<file path="src/rtl/core/hhlv_pkg.sv">
package hhlv_pkg;

    localparam int BYTE_W   = 8;
    localparam int VERD_W   = 3;
    localparam int CODE_W   = 10;
    localparam int PIDX_W   = 3;
    localparam int PREFIX_N = 5;

    // Verdict codes
    typedef enum logic [VERD_W-1:0] {
        VERD_STATUS   = 3'd0,
        VERD_HEADER   = 3'd1,
        VERD_NO_COLON = 3'd2,
        VERD_BAD_NAME = 3'd3,
        VERD_BAD_VAL  = 3'd4
    } verdict_t;

    // Position in the status-line grammar
    typedef enum logic [3:0] {
        PH_PREFIX = 4'd0,
        PH_MAJOR  = 4'd1,
        PH_MINOR  = 4'd2,
        PH_C1     = 4'd3,
        PH_C2     = 4'd4,
        PH_C3     = 4'd5,
        PH_SP     = 4'd6,
        PH_REST   = 4'd7,
        PH_FAIL   = 4'd8
    } phase_t;

    // Token tracking flags for name and value
    typedef struct packed {
        logic bad;
        logic pend;
        logic token;
    } tok_flags_t;

    localparam logic [BYTE_W-1:0] CH_DOT   = 8'h2E;
    localparam logic [BYTE_W-1:0] CH_SPACE = 8'h20;
    localparam logic [BYTE_W-1:0] CH_DASH  = 8'h2D;
    localparam logic [BYTE_W-1:0] CH_UNDER = 8'h5F;
    localparam logic [BYTE_W-1:0] CH_COLON = 8'h3A;

    // Lowercase "http/" prefix, one byte per position
    function automatic logic [BYTE_W-1:0] prefix_char(input logic [PIDX_W-1:0] idx);
        logic [BYTE_W-1:0] ch;
        unique case (idx)
            3'd0:    ch = 8'h68;
            3'd1:    ch = 8'h74;
            3'd2:    ch = 8'h74;
            3'd3:    ch = 8'h70;
            3'd4:    ch = 8'h2F;
            default: ch = 8'h00;
        endcase
        return ch;
    endfunction

    function automatic logic is_digit(input logic [BYTE_W-1:0] c);
        return (c >= 8'h30) && (c <= 8'h39);
    endfunction

    function automatic logic is_upper(input logic [BYTE_W-1:0] c);
        return (c >= 8'h41) && (c <= 8'h5A);
    endfunction

    function automatic logic is_alnum(input logic [BYTE_W-1:0] c);
        return is_digit(c) || is_upper(c) || ((c >= 8'h61) && (c <= 8'h7A));
    endfunction

    function automatic logic is_print(input logic [BYTE_W-1:0] c);
        return (c >= 8'h20) && (c <= 8'h7E);
    endfunction

    function automatic logic is_ws(input logic [BYTE_W-1:0] c);
        return (c == CH_SPACE) || ((c >= 8'h09) && (c <= 8'h0D));
    endfunction

endpackage

</file>
<file path="src/rtl/core/http_header_line_validator.sv">
// HTTP header line validator.
// Input channel: one line byte per transfer (line_byte, final_byte set on the
// last byte), handshake line_valid / line_stall. Output channel: one verdict
// per line (verdict, status_value, status_rejected), handshake result_valid /
// result_stall. Bytes not flagged final produce no result.
// Throughput: one byte per cycle, sustained, with no gap between lines, except
// while a final byte waits on a full result register that the receiver stalls.
// A byte goes first into an input register; from there it updates the parser
// state and, for a final byte, loads the result register that drives the verdict.
// The parser state is a few small registers advanced by one short step of
// logic per byte; that single step sets the one-byte-per-cycle rate.
// Reset clears the parser state and the input and result valid bits.
// While the receiver stalls, the verdict holds; non-final bytes keep flowing,
// and only a final byte waits in the input register, which then stalls the
// sender until the result register frees up.
module http_header_line_validator (
    input  logic                          clk,
    input  logic                          rst_n,
    input  logic                          line_valid,
    output logic                          line_stall,
    input  logic [hhlv_pkg::BYTE_W-1:0]   line_byte,
    input  logic                          final_byte,
    output logic                          result_valid,
    input  logic                          result_stall,
    output logic [hhlv_pkg::VERD_W-1:0]   verdict,
    output logic [hhlv_pkg::CODE_W-1:0]   status_value,
    output logic                          status_rejected
);
    import hhlv_pkg::*;

    // Input register
    logic                 stg_valid_reg, stg_valid_next;
    logic [BYTE_W-1:0]    stg_byte_reg;
    logic                 stg_final_reg;

    // Parser state
    phase_t               phase_reg, phase_next;
    logic [PIDX_W-1:0]    pidx_reg, pidx_next;
    logic [CODE_W-1:0]    code_reg, code_next;
    logic                 colon_reg, colon_next;
    tok_flags_t           name_reg, name_next;
    tok_flags_t           val_reg, val_next;

    // Result register
    logic                 res_valid_reg, res_valid_next;
    verdict_t             verd_reg, verd_next;
    logic [CODE_W-1:0]    sval_reg, sval_next;
    logic                 srej_reg, srej_next;

    logic                 advance;
    logic                 in_xfer;
    logic                 res_load;
    logic [BYTE_W-1:0]    c;
    logic [BYTE_W-1:0]    lc;
    logic [CODE_W-1:0]    code_mul;
    phase_t               ph_step;
    logic [PIDX_W-1:0]    pidx_step;
    logic [CODE_W-1:0]    code_step;
    logic                 colon_step;
    tok_flags_t           name_step;
    tok_flags_t           val_step;

    // Handshake control
    assign advance    = stg_valid_reg && (!stg_final_reg || !res_valid_reg || !result_stall);
    assign line_stall = stg_valid_reg && !advance;
    assign in_xfer    = line_valid && !line_stall;
    assign res_load   = advance && stg_final_reg;

    assign c        = stg_byte_reg;
    assign lc       = is_upper(c) ? (c + 8'd32) : c;
    assign code_mul = (code_reg << 3) + (code_reg << 1);

    // Status grammar step
    always_comb
    begin
        ph_step   = phase_reg;
        pidx_step = pidx_reg;
        code_step = code_reg;
        unique case (phase_reg)
            PH_PREFIX:
            begin
                if ((pidx_reg < PIDX_W'(PREFIX_N)) && (lc == prefix_char(pidx_reg)))
                begin
                    pidx_step = pidx_reg + 3'd1;
                    if (pidx_reg == PIDX_W'(PREFIX_N - 1))
                    begin
                        ph_step = PH_MAJOR;
                    end
                end
                else
                begin
                    ph_step = PH_FAIL;
                end
            end
            PH_MAJOR:
            begin
                if (!is_digit(c))
                begin
                    ph_step = (c == CH_DOT) ? PH_MINOR : PH_FAIL;
                end
            end
            PH_MINOR:
            begin
                if (!is_digit(c))
                begin
                    ph_step = (c == CH_SPACE) ? PH_C1 : PH_FAIL;
                end
            end
            PH_C1, PH_C2, PH_C3:
            begin
                if (is_digit(c))
                begin
                    code_step = code_mul + CODE_W'(c - 8'h30);
                    ph_step   = phase_t'(phase_reg + 4'd1);
                end
                else
                begin
                    ph_step = PH_FAIL;
                end
            end
            PH_SP:
            begin
                ph_step = (c == CH_SPACE) ? PH_REST : PH_FAIL;
            end
            PH_REST:
            begin
                if (!is_print(c))
                begin
                    ph_step = PH_FAIL;
                end
            end
            default:
            begin
                ph_step = PH_FAIL;
            end
        endcase
    end

    // Header name / value step
    always_comb
    begin
        colon_step = colon_reg;
        name_step  = name_reg;
        val_step   = val_reg;
        if (!colon_reg)
        begin
            if (c == CH_COLON)
            begin
                colon_step = 1'b1;
            end
            else if (is_ws(c))
            begin
                if (name_reg.token)
                begin
                    name_step.pend = 1'b1;
                end
            end
            else
            begin
                if (name_reg.pend || !(is_alnum(c) || (c == CH_DASH) || (c == CH_UNDER)))
                begin
                    name_step.bad = 1'b1;
                end
                name_step.token = 1'b1;
            end
        end
        else
        begin
            if (is_ws(c))
            begin
                if (val_reg.token && !is_print(c))
                begin
                    val_step.pend = 1'b1;
                end
            end
            else
            begin
                if (val_reg.pend || !is_print(c))
                begin
                    val_step.bad = 1'b1;
                end
                val_step.token = 1'b1;
            end
        end
    end

    // Next state: line end returns everything to the start
    always_comb
    begin
        phase_next = phase_reg;
        pidx_next  = pidx_reg;
        code_next  = code_reg;
        colon_next = colon_reg;
        name_next  = name_reg;
        val_next   = val_reg;
        if (advance)
        begin
            if (stg_final_reg)
            begin
                phase_next = PH_PREFIX;
                pidx_next  = '0;
                code_next  = '0;
                colon_next = 1'b0;
                name_next  = '0;
                val_next   = '0;
            end
            else
            begin
                phase_next = ph_step;
                pidx_next  = pidx_step;
                code_next  = code_step;
                colon_next = colon_step;
                name_next  = name_step;
                val_next   = val_step;
            end
        end
    end

    // Verdict from the stepped state
    always_comb
    begin
        sval_next = '0;
        srej_next = 1'b0;
        if (ph_step == PH_REST)
        begin
            verd_next = VERD_STATUS;
            sval_next = code_step;
        end
        else
        begin
            srej_next = (pidx_step == PIDX_W'(PREFIX_N));
            priority if (!colon_step)
            begin
                verd_next = VERD_NO_COLON;
            end
            else if (name_step.bad)
            begin
                verd_next = VERD_BAD_NAME;
            end
            else if (val_step.bad)
            begin
                verd_next = VERD_BAD_VAL;
            end
            else
            begin
                verd_next = VERD_HEADER;
            end
        end
    end

    // Valid bits
    always_comb
    begin
        stg_valid_next = stg_valid_reg;
        if (in_xfer)
        begin
            stg_valid_next = 1'b1;
        end
        else if (advance)
        begin
            stg_valid_next = 1'b0;
        end

        res_valid_next = res_valid_reg;
        if (res_load)
        begin
            res_valid_next = 1'b1;
        end
        else if (!result_stall)
        begin
            res_valid_next = 1'b0;
        end
    end

    // Control registers
    always_ff @(posedge clk or negedge rst_n)
    begin
        if (!rst_n)
        begin
            stg_valid_reg <= 1'b0;
            res_valid_reg <= 1'b0;
            phase_reg     <= PH_PREFIX;
            pidx_reg      <= '0;
            code_reg      <= '0;
            colon_reg     <= 1'b0;
            name_reg      <= '0;
            val_reg       <= '0;
        end
        else
        begin
            stg_valid_reg <= stg_valid_next;
            res_valid_reg <= res_valid_next;
            phase_reg     <= phase_next;
            pidx_reg      <= pidx_next;
            code_reg      <= code_next;
            colon_reg     <= colon_next;
            name_reg      <= name_next;
            val_reg       <= val_next;
        end
    end

    // Payload registers
    always_ff @(posedge clk)
    begin
        if (in_xfer)
        begin
            stg_byte_reg  <= line_byte;
            stg_final_reg <= final_byte;
        end
        if (res_load)
        begin
            verd_reg <= verd_next;
            sval_reg <= sval_next;
            srej_reg <= srej_next;
        end
    end

    assign result_valid    = res_valid_reg;
    assign verdict         = verd_reg;
    assign status_value    = sval_reg;
    assign status_rejected = srej_reg;

endmodule

</file>
<file path="config.mk">
export PLATFORM = sky130hd
export DESIGN_NAME = http_header_line_validator
export DESIGN_NICKNAME = d
export VERILOG_FILES = /design/src/rtl/core/hhlv_pkg.sv /design/src/rtl/core/http_header_line_validator.sv
export SDC_FILE = /design/constraint.sdc
export NUM_CORES = 1
export LEC_CHECK = 0
export ABC_AREA = 1
export BUFFER_PORTS_ARGS = -buffer_cell sky130_fd_sc_hd__buf_2
export CAP_MARGIN = 20
export CELL_PAD_IN_SITES_DETAIL_PLACEMENT = 2
export CELL_PAD_IN_SITES_GLOBAL_PLACEMENT = 2
export CORE_ASPECT_RATIO = 0.6
export CORE_UTILIZATION = 39
export CTS_CLUSTER_DIAMETER = 80
export CTS_CLUSTER_SIZE = 10
export DETAILED_ROUTE_END_ITERATION = 12
export PLACE_DENSITY_LB_ADDON = 0.08
export SYNTH_ARGS = -nofsm -noshare
export SYNTH_HDL_FRONTEND = slang
export SYNTH_SLANG_ARGS = --single-unit
</file>
<file path="constraint.sdc">
create_clock -name clk -period 4.2 [get_ports clk]
set_input_delay 0.21 -clock clk [delete_from_list [all_inputs] [get_ports clk]]
set_output_delay 0.21 -clock clk [all_outputs]
set_load 0.01 [all_outputs]
</file>
# After elaboration in Yosys (flattened, before gate mapping)
# Cells that the tools add are included.
# W data, S select, Z words.
[op_classes]
n_lt_le_gt_ge = 11
bitwise = 1
addsub = 6
eq_ne = 23
muxes = 44
reduce_logical = 42
[op_table]
columns = ["cell", "count"]
rows = [
  ["$mux W4", 10],
  ["$eq A8 B6 Y1 const B", 4],
  ["$mux W10", 3],
  ["$pmux W7 S4", 1],
  ["$mux W3", 9],
  ["$le A8 B7 Y1 const B", 3],
  ["$pmux W4 S6", 1],
  ["$add A10 B10 Y10", 2],
  ["$eq A4 B3 Y1 const B", 5],
  ["$ge A8 B6 Y1 const B", 2],
  ["$ge A8 B7 Y1 const B", 2],
  ["$mux W1", 16],
  ["$mux W8", 2],
  ["$logic_and A1 B1 Y1", 11],
  ["$reduce_bool A2 Y1", 5],
  ["$logic_or A1 B1 Y1", 9],
  ["$sub A8 B6 Y9 const B", 1],
  ["$add A8 B6 Y8 const B", 1],
  ["$eq A4 B2 Y1 const B", 2],
  ["$eq A8 B7 Y1 const B", 1],
  ["$eq A8 B8 Y1", 1],
  ["$ge A8 B4 Y1 const B", 1],
  ["$le A8 B4 Y1 const B", 1],
  ["$le A8 B6 Y1 const B", 1],
  ["other kinds (19)", 33],
]
[totals]
input_bits = 13
reg_bits = 49
out_inout_bits = 16

# Logic depth before layout (Yosys ltp)
[depth]
ltp_word = 14
mapped_depth = 17
ltp_nobuf = 17

# Worst setup path before layout
# No wires, ideal clock.
[synth_timing]
path_kind = "register to register"
startpoint = "register stg_byte_reg[6], in the netlist c[6]"
endpoint = "register sval_reg[9], in the netlist status_value[9], data pin"
setup_ns = 0.261
synth_period_minus_slack_ns = 2.808
t_arrival_ns = 2.546
required_time_ns = 3.939
path_buffers = 1
setup_slack_ns = 1.392
stages_incl_launch_ff = 16
cell_sequence = "edfxtp_1 > buf_6 > clkinv_2 > ha_1 > nand2_1 > a21oi_1 > a21oi_1 > fa_1 > inv_1 > ha_1 > nand2_1 > o21ai_0 > a21oi_1 > xor2_1 > o21ai_0 > nor2_2"
[synth_between]
elab_chain_len = 8
word_cells_on_any_way = 29
cone_classes = "add/sub: 3; order compare: 6; eq/ne: 4; mux: 12; reduce/logical: 4"
[synth_lines]
columns = ["element", "line", "text"]
rows = [
  ["start: declaration", "http_header_line_validator.sv:33", "logic [BYTE_W-1:0] stg_byte_reg;"],
  ["start signal: assignment", "http_header_line_validator.sv:307", "stg_byte_reg <= line_byte;"],
  ["$ge A8 B7 Y1 / $le A8 B7 Y1 (equally long branches)", "hhlv_pkg.sv:63", "return (c >= 8'h41) && (c <= 8'h5A);"],
  ["$logic_and A1 B1 Y1", "hhlv_pkg.sv:63", ""],
  ["$mux W8", "http_header_line_validator.sv:70", "assign lc = is_upper(c) ? (c + 8'd32) : c;"],
  ["$eq A8 B8 Y1", "http_header_line_validator.sv:82", "if ((pidx_reg < PIDX_W'(PREFIX_N)) && (lc == prefix_char(pidx_reg)))"],
  ["$logic_and A1 B1 Y1", "http_header_line_validator.sv:82", ""],
  ["$mux W4", "http_header_line_validator.sv:82", ""],
  ["$pmux W4 S6", "http_header_line_validator.sv:79", "unique case (phase_reg)"],
  ["$eq A4 B3 Y1", "http_header_line_validator.sv:224", "if (ph_step == PH_REST)"],
  ["end signal: assignment", "http_header_line_validator.sv:313", "sval_reg <= sval_next;"],
  ["end: declaration", "http_header_line_validator.sv:47", "logic [CODE_W-1:0] sval_reg, sval_next;"],
]
# Several ways; a longest one is shown, not always the timed one.
# A chain may end at the register's enable or synchronous reset.

# Worst setup path after layout
[layout_timing]
startpoint = "register stg_byte_reg[4], in the netlist c[4]"
endpoint = "register sval_reg[8], in the netlist status_value[8], data pin"
# Same word-level chain as after synthesis.

==> run_results.csv <==
group,metric,value,unit
power_and_ir_drop,ir_drop,138.0,uV
cts,ctsHoldBuffers,1,
floorplanning,die_h,77.57,um
cts,tritoncts,"done",
status,status,"complete, no violations",
drt,first_pass_iters,4,
global_routing,grt_pass1_vias,3675,
cts,numCtsBuffers,5,
cts,clkTransAtPathRegs,0.07,ns
timing,skew,0.007681,ns
timing,setup_tns,0,ns
timing,hold_violations,0,
place,dpl.hpwl,10290,um
worst_setup_path,path_class,"reg -> reg",
drt,drt-total-wl,12780,um
global_routing,grt_pass1_wl,20570,um
logic_synthesis,synth_area_per_cell,7.915,um^2
timing,fmax,0.2993,GHz
cts,root_buffer,"clkbuf_16",
floorplanning,die_x,128.0,um
timing,rsz0062_at_grt,"false",
global_routing,antenna_found_initial,0,
worst_setup_path,cp-end-kind,"flip-flop",
logic_synthesis,synth_flop_cell,"dfrtp_1",
timing,tightest_slew,0.9996,ns
logic_synthesis,synth_seq_cells,49,
worst_setup_path,required,4.23,ns
timing,layout_min_cycle_time,3.341,ns
final_layout,area_delta_synth_final,11.19,%
floorplanning,io_pins,29,
floorplanning,start_util,0.4040,
global_routing,grt_max_degree,27,
drt,wl_per_cell,20.29,um
timing,setup_viol,0,
timing,maxSlewHeadroom,0.3312,
floorplanning,core,0.009189,mm^2
power_and_ir_drop,leakage,0.001980,uW
drt,vias,3330,
final_layout,nFillCells,1101,
logic_synthesis,synthCells,469,
drt,avgViaCountPerCell,5.286,
place,port_buffers,28,
floorplanning,rows,27,
logic_synthesis,synth_seq_area_share,0.3613,
logic_synthesis,syn_area,0.003712,mm^2
timing,final.setup.worst_slack,0.8591,ns
worst_hold_path,hold_path_class,"in -> reg",
cts,post_cts_resized,0,
logic_synthesis,synth_fp_nets,514,
worst_setup_path,crit_fanout,7,
cts,postCtsSetupRepairBufs,0,
logic_synthesis,synthDistinctLibCells,41,
floorplanning,die-area,0.009925,mm^2
logic_synthesis,synth_edf_count,23,
power_and_ir_drop,power.density,277.9,mW/mm^2
final_layout,antenna_cells,0,
flow_run,maxCapViolCount,0,
worst_setup_path,start_kind,"flip-flop",
drt,drt_iter0_markers,110,
place,dp_slack,0.9349,ns
place,gp_congestion,0.8860,
logic_synthesis,ys_warn_count,0,
worst_setup_path,arrival,3.38,ns
cts,cts_sinks,49,
drt,drc_errors,0,
final_layout,drive_gt1_frac,0.1620,
global_routing,track_usage,0.2786,
timing,min_period_over_period,0.7955,
logic_synthesis,async_flop_share,0.5306,
cts,insertion_delay,0.30,ns
drt,antenna_left,0,
final_layout,nets,544,
global_routing,overflow,0,
cts,cts_max_level,2,
cts,clockBufferDepth,2,
timing,drv_slew,0,
where the power goes:
| group | switching, uW | total, uW | leakage (uW) | internal (uW) |
|---|---|---|---|---|
| Sequential | 25.9 | 552 | 0.000573 | 526 |
| Combinational | 128 | 182 | 0.00134 | 54.7 |
| Clock | 192 | 413 | 0.0000631 | 222 |
| Total | 345 | 1150 | 0.00198 | 802 |
logic make-up (layout without fill, tap and decap cells):
logic type | after synthesis | in the layout | synth area share
simple gates | 208 | 208 | 0.2706
buf+inv | 89 | 120 | 0.09774
compound gates | 82 | 82 | 0.1271
flops | 49 | 49 | 0.3613
fa+ha+maj | 32 | 32 | 0.1220
xor+xnor | 9 | 9 | 0.02123
area by class of cell:
cell class	count	area, um^2	share of cell area
Sequential cell	49	1341	0.3249
Tap cell	130	162.7	0.03941
Inverter	82	314.1	0.07608
Timing Repair Buffer	30	157.7	0.03819
Clock inverter	2	15.01	0.003637
Clock buffer	6	128.9	0.03122
Multi-Input combinational cell	331	2008	0.4865
critical path, cell delays in order, from the launching register on:
cell and delay [ns]:
edfxtp_1 0.52, inv_1 0.22, ha_1 0.33, inv_1 0.05, fa_1 0.49, inv_1 0.04, ha_1 0.38, a21oi_1 0.16
o21ai_0 0.11, nand2_1 0.09, nand2_1 0.07, a21oi_1 0.17, xor2_1 0.16, nand2_1 0.06, o21ai_0 0.13, nor2_2 0.09
through the flow:
| stage | hold WS, ns | total power (uW) | instance area (um^2) | util | cells |
|---|---|---|---|---|---|
| 5_1_grt | 0.07613 | 1191 | 4128 | 0.4492 | 630 |
| 2_1_floorplan | -0.08559 | 669.3 | 3712 | - | 469 |
| 4_1_cts | 0.07758 | 1157 | 4128 | 0.4492 | 630 |
| 6_report | 0.08298 | 1147 | 4128 | 0.4492 | 630 |
| 3_3_place_gp | 0.3040 | 728.1 | 3974 | 0.4325 | 621 |
| 3_5_place_dp | 0.3125 | 742.0 | 3974 | 0.4325 | 621 |
routing by layer:
layer	vias to the layer above	GRT usage	routed length [um]
met2	43	0.4435	5783
met3	8	0.03931	332
met1	1683	0.4042	6565
met5	-	0	0
li1	1596	-	-
met4	0	0.05176	100
final timing paths:
| kind | start | to | slack [ns] | depth (start not counted) |
|---|---|---|---|---|
| max | c[4] | status_value[8] | 0.86 | 15 |
| max reg2reg | c[4] | status_value[8] | 0.86 | 15 |
| max in group asynchronous | rst_n | val_reg[0] | 3.22 | 2 |
| min | line_byte[0] | c[0] | 0.08 | 1 |
| min reg2reg | val_reg[1] | val_reg[1] | 0.50 | 1 |
| min in group asynchronous | rst_n | result_valid | 0.51 | 2 |
cell usage in the layout (no fill, tap or decap), types with 4 or more instances in the layout:
master      n
o21ai_0    30
nand3_2     6
fa_1        7
inv_1      72
edfxtp_1   23
nor2_2     12
ha_1       25
inv_2       5
nor2_1     42
nor2_4      4
dfrtp_1    26
clkbuf_16   5
nand2_1    87
nand3_1    29
buf_2      28
xor2_1      6
nor3_1      7
nand4_1     6
nand2_2     7
a21oi_1    26
o22ai_1     9
Yosys cell counts, types with 2 or more instances:
master	count	area, um^2
o211ai_1	2	15.01
clkbuf_1	4	15.01
nand3_2	6	60.06
inv_4	2	12.51
o22ai_1	9	56.30
nand2_2	7	43.79
nor2_2	12	75.07
dfrtp_1	26	650.6
a21oi_1	26	130.1
nand4_1	6	37.54
clkinv_1	2	7.510
xor2_1	6	52.55
o21ai_2	2	17.52
o31ai_1	3	22.52
ha_1	25	312.8
nor2_1	42	157.7
buf_6	3	33.78
nor3_1	7	35.03
xnor2_1	3	26.28
nand3_1	29	145.1
nor2_4	4	45.04
or2_2	3	18.77
inv_1	72	270.3
o21ai_0	30	150.1
nand3b_1	2	15.01
edfxtp_1	23	690.7
fa_1	7	140.1
inv_2	5	18.77
nand2_1	87	326.6
a31oi_1	2	12.51
o21ai_1	2	10.01
Power figures use the tool's default switching activity.
